--- config.mk ---
export PLATFORM = sky130hd
export DESIGN_NAME = matrix_keypad_scanner_flat
export DESIGN_NICKNAME = d
export VERILOG_FILES = /design/src/rtl/kps_pkg.sv /design/src/rtl/kps_in_if.sv /design/src/rtl/kps_out_if.sv /design/src/rtl/kps_column.sv /design/src/rtl/kps_holdoff.sv /design/src/rtl/matrix_keypad_scanner.sv /design/src/flat_wrapper.sv
export SDC_FILE = /design/constraint.sdc
export NUM_CORES = 1
export LEC_CHECK = 0
export BUFFER_PORTS_ARGS = -buffer_cell sky130_fd_sc_hd__buf_2
export CORE_UTILIZATION = 56
export CTS_CLUSTER_DIAMETER = 120
export DETAILED_ROUTE_END_ITERATION = 10
export PLACE_DENSITY = 0.88
export SLEW_MARGIN = 20
export SYNTH_ARGS = -nofsm -noshare
export SYNTH_HDL_FRONTEND = slang
export SYNTH_SLANG_ARGS = --single-unit
--- constraint.sdc ---
create_clock -name clk_i -period 3.9 [get_ports clk_i]
set_input_delay 0.78 -clock clk_i [delete_from_list [all_inputs] [get_ports clk_i]]
set_output_delay 0.78 -clock clk_i [all_outputs]
set_load 0.005 [all_outputs]
--- src/rtl/kps_pkg.sv ---
// Shared constants, types and key table of the matrix keypad scanner.
`timescale 1ns / 1ps
`default_nettype none

package kps_pkg;

  localparam int NUM_ROWS = 4;
  localparam int NUM_COLS = 4;
  localparam int COUNTER_BITS_DEF = 16;

  localparam int ROW_W = 2;
  localparam int COL_W = 2;
  localparam int RISE_W = 4;
  localparam int DRIVE_W = 4;
  localparam int CHAR_W = 8;

  localparam int CFG_W = 16;
  localparam int CFG_IDX_W = 1;

  localparam logic [CFG_IDX_W-1:0] CFG_DWELL    = 1'b0;
  localparam logic [CFG_IDX_W-1:0] CFG_DEBOUNCE = 1'b1;

  localparam logic [CFG_W-1:0] DWELL_RESET    = 16'd10;
  localparam logic [CFG_W-1:0] DEBOUNCE_RESET = 16'd100;

  typedef struct packed {
    logic             enabled;
    logic [COL_W-1:0] idx;
  } col_state_t;

  typedef struct packed {
    logic             found;
    logic [ROW_W-1:0] row;
  } row_hit_t;

  function automatic logic [CHAR_W-1:0] kps_key_char(input logic [ROW_W-1:0] row,
                                                     input logic [COL_W-1:0] col);
    logic [CHAR_W-1:0] key;
    begin
      case ({row, col})
        4'h0: key = "1";
        4'h1: key = "2";
        4'h2: key = "3";
        4'h3: key = "A";
        4'h4: key = "4";
        4'h5: key = "5";
        4'h6: key = "6";
        4'h7: key = "B";
        4'h8: key = "7";
        4'h9: key = "8";
        4'hA: key = "9";
        4'hB: key = "C";
        4'hC: key = "E";
        4'hD: key = "0";
        4'hE: key = "F";
        4'hF: key = "D";
        default: key = '0;
      endcase
      return key;
    end
  endfunction

endpackage

`default_nettype wire

--- src/rtl/kps_in_if.sv ---
// Input channel of the keypad scanner: one tick word with the row edges.
`timescale 1ns / 1ps
`default_nettype none

interface kps_in_if;
  import kps_pkg::*;

  logic              valid;
  logic              ready;
  logic [RISE_W-1:0] row_rise;

  modport source (output valid, output row_rise, input ready);
  modport sink (input valid, input row_rise, output ready);
endinterface

`default_nettype wire

--- src/rtl/kps_out_if.sv ---
// Output channel of the keypad scanner: column drive and key report word.
`timescale 1ns / 1ps
`default_nettype none

interface kps_out_if;
  import kps_pkg::*;

  logic               valid;
  logic               ready;
  logic [DRIVE_W-1:0] column_drive;
  logic               key_valid;
  logic [ROW_W-1:0]   key_row;
  logic [COL_W-1:0]   key_col;
  logic [CHAR_W-1:0]  key_char;

  modport source (output valid, output column_drive, output key_valid, output key_row,
                  output key_col, output key_char, input ready);
  modport sink (input valid, input column_drive, input key_valid, input key_row,
                input key_col, input key_char, output ready);
endinterface

`default_nettype wire

--- src/rtl/kps_column.sv ---
// Column sequencer: dwell counter and cyclic column index.
`timescale 1ns / 1ps
`default_nettype none

module kps_column #(
  parameter int COUNTER_BITS = kps_pkg::COUNTER_BITS_DEF
) (
  input  wire logic                    clk_i,
  input  wire logic                    rst_ni,
  input  wire logic                    step_i,
  input  wire logic [COUNTER_BITS-1:0] dwell_i,
  output kps_pkg::col_state_t          col_o
);
  import kps_pkg::*;

  logic [COUNTER_BITS-1:0] count_q, count_d;
  logic [COL_W-1:0]        idx_q, idx_d;
  logic                    enabled_q, enabled_d;
  logic [COUNTER_BITS-1:0] dwell_eff;
  logic [COUNTER_BITS:0]   count_inc;
  logic                    wrap;

  // A dwell of zero behaves as one.
  assign dwell_eff = (dwell_i == '0) ? COUNTER_BITS'(1) : dwell_i;
  assign count_inc = {1'b0, count_q} + (COUNTER_BITS + 1)'(1);
  assign wrap      = count_inc >= {1'b0, dwell_eff};

  always_comb begin
    count_d   = count_inc[COUNTER_BITS-1:0];
    idx_d     = idx_q;
    enabled_d = enabled_q;
    if (wrap) begin
      count_d   = '0;
      idx_d     = (idx_q == COL_W'(NUM_COLS - 1)) ? '0 : idx_q + COL_W'(1);
      enabled_d = 1'b1;
    end
  end

  always_ff @(posedge clk_i or negedge rst_ni) begin
    if (!rst_ni) begin
      count_q   <= '0;
      idx_q     <= COL_W'(NUM_COLS - 1);
      enabled_q <= 1'b0;
    end else if (step_i) begin
      count_q   <= count_d;
      idx_q     <= idx_d;
      enabled_q <= enabled_d;
    end
  end

  // Report the column state after this tick's advance.
  assign col_o.enabled = enabled_d;
  assign col_o.idx     = idx_d;

endmodule

`default_nettype wire

--- src/rtl/kps_holdoff.sv ---
// Per-row retriggering holdoff counters and highest-row edge selection.
`timescale 1ns / 1ps
`default_nettype none

module kps_holdoff #(
  parameter int COUNTER_BITS = kps_pkg::COUNTER_BITS_DEF
) (
  input  wire logic                          clk_i,
  input  wire logic                          rst_ni,
  input  wire logic                          step_i,
  input  wire logic [kps_pkg::NUM_ROWS-1:0]  rise_i,
  input  wire logic [COUNTER_BITS-1:0]       debounce_i,
  output kps_pkg::row_hit_t                  hit_o
);
  import kps_pkg::*;

  logic [COUNTER_BITS-1:0] holdoff_q [NUM_ROWS];
  logic [COUNTER_BITS-1:0] holdoff_d [NUM_ROWS];
  logic [COUNTER_BITS-1:0] dec       [NUM_ROWS];
  logic [NUM_ROWS-1:0]     hit;

  always_comb begin
    for (int r = 0; r < NUM_ROWS; r++) begin
      // Count down first, then check the edge against the drained counter.
      dec[r]       = (holdoff_q[r] != '0) ? holdoff_q[r] - COUNTER_BITS'(1) : holdoff_q[r];
      hit[r]       = rise_i[r] && (dec[r] == '0);
      holdoff_d[r] = rise_i[r] ? debounce_i : dec[r];
    end
  end

  always_comb begin
    hit_o.found = |hit;
    hit_o.row   = '0;
    for (int r = 0; r < NUM_ROWS; r++) begin
      if (hit[r]) begin
        hit_o.row = ROW_W'(r);
      end
    end
  end

  always_ff @(posedge clk_i or negedge rst_ni) begin
    if (!rst_ni) begin
      for (int r = 0; r < NUM_ROWS; r++) begin
        holdoff_q[r] <= '0;
      end
    end else if (step_i) begin
      for (int r = 0; r < NUM_ROWS; r++) begin
        holdoff_q[r] <= holdoff_d[r];
      end
    end
  end

endmodule

`default_nettype wire

--- src/rtl/matrix_keypad_scanner.sv ---
// Path: an accepted tick word goes through the input register and then the
// result register to out_o. Throughput: one tick word per cycle unless
// out_o stalls; the column sequencer and the row holdoff counters update
// in the single cycle a word moves from the input to the result register.
// Reset: asynchronous, active low; dwell 10, debounce 100, no column driven,
// column index at the last column, all holdoff counters zero.
`timescale 1ns / 1ps
`default_nettype none

module matrix_keypad_scanner #(
  parameter int COUNTER_BITS = kps_pkg::COUNTER_BITS_DEF
) (
  input  wire logic                           clk_i,
  input  wire logic                           rst_ni,
  input  wire logic                           cfg_we_i,
  input  wire logic [kps_pkg::CFG_IDX_W-1:0]  cfg_index_i,
  input  wire logic [kps_pkg::CFG_W-1:0]      cfg_data_i,
  kps_in_if.sink                              in_i,
  kps_out_if.source                           out_o
);
  import kps_pkg::*;

  localparam int ExtW = CFG_W + COUNTER_BITS;

  logic [CFG_W-1:0]        dwell_cfg_q;
  logic [CFG_W-1:0]        debounce_cfg_q;
  logic [ExtW-1:0]         dwell_ext;
  logic [ExtW-1:0]         debounce_ext;
  logic [COUNTER_BITS-1:0] dwell_cut;
  logic [COUNTER_BITS-1:0] debounce_cut;

  logic              s1_valid_q;
  logic [RISE_W-1:0] rise_q;
  logic              advance;
  logic              step;
  col_state_t        col;
  row_hit_t          hit;

  logic               out_valid_q;
  logic [DRIVE_W-1:0] drive_q, drive_d;
  logic               key_valid_q;
  logic [ROW_W-1:0]   key_row_q, key_row_d;
  logic [COL_W-1:0]   key_col_q, key_col_d;
  logic [CHAR_W-1:0]  key_char_q, key_char_d;

  always_ff @(posedge clk_i or negedge rst_ni) begin
    if (!rst_ni) begin
      dwell_cfg_q    <= DWELL_RESET;
      debounce_cfg_q <= DEBOUNCE_RESET;
    end else if (cfg_we_i) begin
      case (cfg_index_i)
        CFG_DWELL:    dwell_cfg_q    <= cfg_data_i;
        CFG_DEBOUNCE: debounce_cfg_q <= cfg_data_i;
        default: ;
      endcase
    end
  end

  // Cut or extend the register values to the counter width.
  assign dwell_ext    = {{COUNTER_BITS{1'b0}}, dwell_cfg_q};
  assign debounce_ext = {{COUNTER_BITS{1'b0}}, debounce_cfg_q};
  assign dwell_cut    = dwell_ext[COUNTER_BITS-1:0];
  assign debounce_cut = debounce_ext[COUNTER_BITS-1:0];

  assign advance    = !out_valid_q || out_o.ready;
  assign step       = s1_valid_q && advance;
  assign in_i.ready = !s1_valid_q || advance;

  always_ff @(posedge clk_i or negedge rst_ni) begin
    if (!rst_ni) begin
      s1_valid_q <= 1'b0;
    end else if (in_i.ready) begin
      s1_valid_q <= in_i.valid;
    end
  end

  always_ff @(posedge clk_i) begin
    if (in_i.valid && in_i.ready) begin
      rise_q <= in_i.row_rise;
    end
  end

  kps_column #(
    .COUNTER_BITS(COUNTER_BITS)
  ) u_column (
    .clk_i  (clk_i),
    .rst_ni (rst_ni),
    .step_i (step),
    .dwell_i(dwell_cut),
    .col_o  (col)
  );

  kps_holdoff #(
    .COUNTER_BITS(COUNTER_BITS)
  ) u_holdoff (
    .clk_i     (clk_i),
    .rst_ni    (rst_ni),
    .step_i    (step),
    .rise_i    (rise_q[NUM_ROWS-1:0]),
    .debounce_i(debounce_cut),
    .hit_o     (hit)
  );

  always_comb begin
    drive_d    = col.enabled ? (DRIVE_W'(1) << col.idx) : '0;
    key_row_d  = '0;
    key_col_d  = '0;
    key_char_d = '0;
    if (hit.found) begin
      key_row_d  = hit.row;
      key_col_d  = col.idx;
      key_char_d = kps_key_char(hit.row, col.idx);
    end
  end

  always_ff @(posedge clk_i or negedge rst_ni) begin
    if (!rst_ni) begin
      out_valid_q <= 1'b0;
    end else if (advance) begin
      out_valid_q <= s1_valid_q;
    end
  end

  // Hold the result word until the sink takes it.
  always_ff @(posedge clk_i) begin
    if (step) begin
      drive_q     <= drive_d;
      key_valid_q <= hit.found;
      key_row_q   <= key_row_d;
      key_col_q   <= key_col_d;
      key_char_q  <= key_char_d;
    end
  end

  assign out_o.valid        = out_valid_q;
  assign out_o.column_drive = drive_q;
  assign out_o.key_valid    = key_valid_q;
  assign out_o.key_row      = key_row_q;
  assign out_o.key_col      = key_col_q;
  assign out_o.key_char     = key_char_q;

endmodule

`default_nettype wire
--- src/flat_wrapper.sv ---
// flat-port wrapper written by rule: the top's interface ports become plain ports
module matrix_keypad_scanner_flat import kps_pkg::*;
#(
  parameter int COUNTER_BITS = kps_pkg::COUNTER_BITS_DEF
)
  (clk_i, rst_ni, cfg_we_i, cfg_index_i, cfg_data_i, in_i_valid, in_i_row_rise, in_i_ready, out_o_valid, out_o_column_drive, out_o_key_valid, out_o_key_row, out_o_key_col, out_o_key_char, out_o_ready);
  kps_in_if in_i_i ();
  kps_out_if out_o_i ();
  input  wire logic clk_i;
  input  wire logic rst_ni;
  input  wire logic cfg_we_i;
  input  wire logic [kps_pkg::CFG_IDX_W-1:0] cfg_index_i;
  input  wire logic [kps_pkg::CFG_W-1:0] cfg_data_i;
  input wire logic [$bits(in_i_i.valid)-1:0] in_i_valid;
  input wire logic [$bits(in_i_i.row_rise)-1:0] in_i_row_rise;
  output wire logic [$bits(in_i_i.ready)-1:0] in_i_ready;
  output wire logic [$bits(out_o_i.valid)-1:0] out_o_valid;
  output wire logic [$bits(out_o_i.column_drive)-1:0] out_o_column_drive;
  output wire logic [$bits(out_o_i.key_valid)-1:0] out_o_key_valid;
  output wire logic [$bits(out_o_i.key_row)-1:0] out_o_key_row;
  output wire logic [$bits(out_o_i.key_col)-1:0] out_o_key_col;
  output wire logic [$bits(out_o_i.key_char)-1:0] out_o_key_char;
  input wire logic [$bits(out_o_i.ready)-1:0] out_o_ready;
  assign in_i_i.valid = in_i_valid;
  assign in_i_i.row_rise = in_i_row_rise;
  assign in_i_ready = in_i_i.ready;
  assign out_o_valid = out_o_i.valid;
  assign out_o_column_drive = out_o_i.column_drive;
  assign out_o_key_valid = out_o_i.key_valid;
  assign out_o_key_row = out_o_i.key_row;
  assign out_o_key_col = out_o_i.key_col;
  assign out_o_key_char = out_o_i.key_char;
  assign out_o_i.ready = out_o_ready;
  matrix_keypad_scanner #(.COUNTER_BITS(COUNTER_BITS)) u_core (.clk_i(clk_i), .rst_ni(rst_ni), .cfg_we_i(cfg_we_i), .cfg_index_i(cfg_index_i), .cfg_data_i(cfg_data_i), .in_i(in_i_i), .out_o(out_o_i));
endmodule
### After elaboration in Yosys (flattened, before gate mapping)

Memory sizes are Yosys's and may differ from the RTL's. A register that Yosys moved wholly into a read port is not among the register bits.
Cells that the tools add are included.
Widths: inputs -> output; s select.

* logic and storage cells: 67
* flip-flop bits (word level): 138
* memories: 1
* bits in writable memories: 0
* ROM bits: 112
* latch bits: 0

* $mul: 0
* add/subtract/negate cells: 6
* equal/unequal tests: 1
* divide/modulo/power cells: 0
* bitwise logic cells: 1
* shift operators: 1
* muxes and demuxes: 16
* reduce and logical (&&, ||, !) cells: 23
* $lt $le $gt $ge: 1

Memories
* (name not given): depth 16, bits a word 7, rd ports 1, clocked after memory_dff 1, wr ports 0, line kps_pkg.sv:40 `case ({row, col})`

Operators with widths (number)
* $mux 16: 10
* $logic_not 16->1: 5
* $reduce_bool 16->1: 4
* $sub 16x1->16 const B: 4
* $add 16x1->17 const B: 1
* $ge 17x16->1: 1
* $mux 2: 4
* $logic_and 1x1->1: 6
* $reduce_and 2->1: 2
* $reduce_or 4->1: 1
* $shl 1x2->4 const A: 1
* $logic_not 1->1: 3
* $add 2x1->2 const B: 1
* $eq 2x2->1 const B: 1
* $logic_or 1x1->1: 2
* $mux 1: 2
* $not 1->1: 1

### Depth between registers and ports, before layout

* depth in word-level cells: 7
* depth in mapped cells: 20
* gate-level depth less buffers: 19

### By module

From an unflattened synthesis, not the netlist that was laid out.

* cell total of the unflattened synthesis: 960
* area, all modules: 8899.8 µm²

By module, submodules not included
* kps_holdoff: seq. area each 1601.5 µm², instances 1, cells an instance 627, area each 4971.0 µm²
* matrix_keypad_scanner: seq. area each 1427.6 µm², instances 1, cells an instance 137, area each 2203.4 µm²
* kps_column: seq. area each 478.0 µm², instances 1, cells an instance 196, area each 1725.4 µm²

### Worst setup path after synthesis

OpenSTA, ideal clock, no wires.

* path type: register to register
* start point: reg u_core.u_column.count_q[0]
* end point: reg u_core.key_char_q[1], in the netlist u_core.out_o.key_char[1], data pin
* buffers on the path: 0
* slack: -153 ps
* cell stages (with the launch flop): 18
* required time: 3638 ps
* data arrival time: 3791 ps
* cell sequence: dfrtp_1 -> ha_1 -> nand3_1 -> nor3_1 -> xor2_1 -> ha_1 -> nand4_1 -> nor2_1 -> a41o_1 -> a311o_1 -> o22a_1 -> or2_2 -> o21a_1 -> inv_1 -> ha_1 -> and4_1 -> o21ba_1 -> o22ai_1

RTL lines
* from (decl): line kps_column.sv:16 `logic [COUNTER_BITS-1:0] count_q, count_d;`
* from (signal assigned): line kps_column.sv:45 `count_q <= count_d;`
* to (decl): line matrix_keypad_scanner.sv:44 `logic [CHAR_W-1:0] key_char_q, key_char_d;`

==> impl_metrics.ini <==
[critical_path]
reg2reg_slack_ps = -250
critical_path_class = reg2reg
endpoint = u_core.out_o.key_char[0]
worst_ep_required_time_ps = 4130
cp.arrival_ps = 4380
reg2reg_from = u_core.u_column.count_q[2]
reg2regPathDepth = 17
end_kind = register
startpoint_type = register
startpoint = u_core.u_column.count_q[2]
r2r_end = u_core.out_o.key_char[0]
crit_fanout = 4

[place]
dp_hpwl_um = 15200
placed_cells = 1214
numPortBuffers = 43
place_congestion = 0.971

[worst_hold_path]
hold_path.class = in2async

[synthesis]
netlist_instances = 1014
ys_warn_count = 0
synth.distinct_cells = 82
ys_seq_area_frac = 0.407
synth_area_mm2 = 0.00862
synthTopCellsByCount = 146 x o21ai_0, 125 x nand2_1, 110 x dfrtp_1, 83 x nor2_1
syn_area_per_cell_um2 = 8.50
ys_ff_latch = 136
synth_edf_count = 19
async_flop_share = 0.860
synth.most_common_cell = o21ai_0
synthDominantCellAreaShare = 0.319
syn_nets = 1069
synth_area_leaders = dfrtp_1 32%, o21ai_0 8.5%, edfxtp_1 6.6%, nand2_1 5.4%, ha_1 4.2%
synthFlopType = dfrtp_1
synth_area_leader_cell = dfrtp_1

[job]
maxCapViolCount = 0

[timing]
fmaxAchievable_ghz = 0.241
finalSetupViolCount = 3
timing.hold.ws_ps = 391
worst_pin_slew_ps = 859
period_share = 1.06
hold_viol = 0
setup_ws_ps = -251
finClkSkew_ps = 12.3
grt_setup_unrepaired = true
min_period_ps = 4150
maxSlewHeadroom = 0.412
drv_slew = 0

[floorplanning]
chipWidth_um = 126
io_pins = 45
die-area_mm2 = 0.0159
fp.dieH_um = 126
num_rows = 44
start_util = 0.584
coreArea_mm2 = 0.0148

[global_route]
grt_pass1_wl_um = 38500
antenna_found_initial = 0
grt_pass1_vias = 7819
grt-ovfl-total = 0
grt_max_degree = 96
track_usage = 0.306

[drt]
drc = 0
drt_first_iter_violations = 1264
drtAntennaViolNets = 0
dr.pass1.iters = 6
wire_per_inst_um = 19.3
wirelength_um = 24300
via_per_inst = 6.59
dr_total_vias = 8301

[clocking]
cts_buffers = 17
path_clk_slew_ps = 60
insertion_delay_ps = 430
cts_num_sinks = 136
tritoncts = done
cts-root-buf = clkbuf_16
cts_buffer_depth = 2
htreeDepth = 4

[run_status]
status = finished, violations left
violations = negative setup slack

[finish]
n_antenna_cell = 0
drive_gt1_frac = 0.187
finalNonFillerCells = 1259
num-nets-final = 1117
areaGrowthSynthToFinish_pct = 15.9
fin_util = 0.677

[pwr]
p_leak_nw = 4.15
peakVddDrop_v = 0.000427
total_power_mw = 5.86
power_density_mw_per_mm2 = 586
==> flip-flops by register name, indices dropped and copies added, names as in the netlist <==
| name | flops |
|---|---|
| u_core.out_o.valid | 1 |
| u_core.u_column.idx_q | 2 |
| u_core.debounce_cfg_q | 16 |
| u_core.u_holdoff.holdoff_q | 64 |
| u_core.u_column.count_q | 16 |
| u_core.out_o.column_drive | 4 |
| u_core.out_o.key_char | 6 |
| u_core.out_o.key_col | 2 |
| u_core.s1_valid_q | 1 |
| u_core.dwell_cfg_q | 16 |
| u_core.out_o.key_valid | 1 |
| u_core.u_column.enabled_q | 1 |
| u_core.out_o.key_row | 2 |
| u_core.rise_q | 4 |
==> cells in the final DEF (no fill, tap or decap), types with 6 or more instances in the layout <==
cell type | synthesis | layout
o21ai_0 | 146 | 143
nand2_1 | 125 | 122
dfrtp_1 | 110 | 110
nor2_1 | 83 | 80
a21oi_1 | 49 | 49
nor3_1 | 49 | 47
inv_1 | 48 | 44
buf_2 | 6 | 42
buf_4 | 3 | 41
a22oi_1 | 24 | 24
ha_1 | 29 | 21
mux2_2 | 19 | 19
edfxtp_1 | 19 | 19
nor4_1 | 17 | 17
clkbuf_16 | 0 | 17
or3_1 | 14 | 14
nand2b_1 | 14 | 14
nand4_1 | 13 | 13
nand3_1 | 14 | 12
or4_1 | 10 | 10
nor2b_1 | 10 | 10
a32oi_1 | 9 | 9
xnor2_1 | 11 | 8
xor2_1 | 9 | 8
mux2i_1 | 7 | 7
dfstp_2 | 7 | 7
o22ai_1 | 6 | 6
ha_2 | 0 | 6
==> critical path: stages (launching register included) <==
cell      delay, ps
dfrtp_1         380
and3_4          180
and3_4          180
buf_4           150
xor2_1          240
ha_2            320
nand4_1         170
nor3_1           90
or3_1           330
a221o_1         400
o22a_2          250
or2_4           250
o21a_1          130
inv_2           120
ha_1            200
mux2i_1          90
or3_1           380
o311ai_2         90
==> layout make-up <==
cell class | count | area [um^2]
Tap cell | 184 | 230
Clock inverter | 14 | 196
Timing Repair Buffer | 88 | 592
Inverter | 51 | 191
Multi-Input combinational cell | 768 | 4850
Fill cell | 1080 | 4760
Clock buffer | 18 | 429
Sequential cell | 136 | 3510
==> per-stage QoR <==
step	instance area, um^2	setup slack (ps)	TNS [ps]
2_1_floorplan	8650	40.9	0
3_3_place_gp	9110	73.5	0
3_5_place_dp	9110	-184	-317
4_1_cts	9800	-93.6	-176
5_1_grt	9990	-368	-1040
6_report	9990	-251	-464
==> where the power goes <==
group          switching (mW)  internal [mW]  total [mW]  leakage, nW
Sequential              0.510           1.76        2.27         1.63
Clock                   0.651           1.07        1.72        0.297
Combinational            1.07          0.792        1.86         2.23
Total                    2.23           3.63        5.86         4.15
==> worst min path at each step <==
stage	start	end	slack [ps]
4_1_cts	rst_ni	u_core.u_holdoff.holdoff_q[2]	410
2_1_floorplan	u_core.u_column.enabled_q	u_core.u_column.enabled_q	440
3_3_place_gp	u_core.u_column.enabled_q	u_core.u_column.enabled_q	480
6_report	rst_ni	u_core.u_holdoff.holdoff_q[2]	390
3_5_place_dp	u_core.u_column.enabled_q	u_core.u_column.enabled_q	500
5_1_grt	rst_ni	u_core.u_holdoff.holdoff_q[2]	450
==> layer usage <==
layer  wire (um)  GRT usage
met5           0          0
met4        1240      0.167
met3        1910     0.0633
met2       11400      0.484
met1        9790      0.394
==> what timing repair did <==
action / 4_1_cts / 5_1_grt
pin swaps: 6 / 23
resized for setup: 7 / 29
endpoints found under the setup margin: 3 / 7
buffers inserted: 5 / 8
hold buffers: 0 / 0
==> cell families (layout without fill, tap and decap cells) <==
family,Yosys count,after routing,synth area share
buffers and inverters,110,171,0.0527
adders and majority gates,30,30,0.0432
DFF,136,136,0.407
muxes,27,27,0.0342
AOI/OAI and AO/OA,295,295,0.208
and+or+nand+nor,395,395,0.235
xor gates and xnor gates,20,20,0.0203
other,1,1,0.000435
Power figures use the tool's default switching activity.
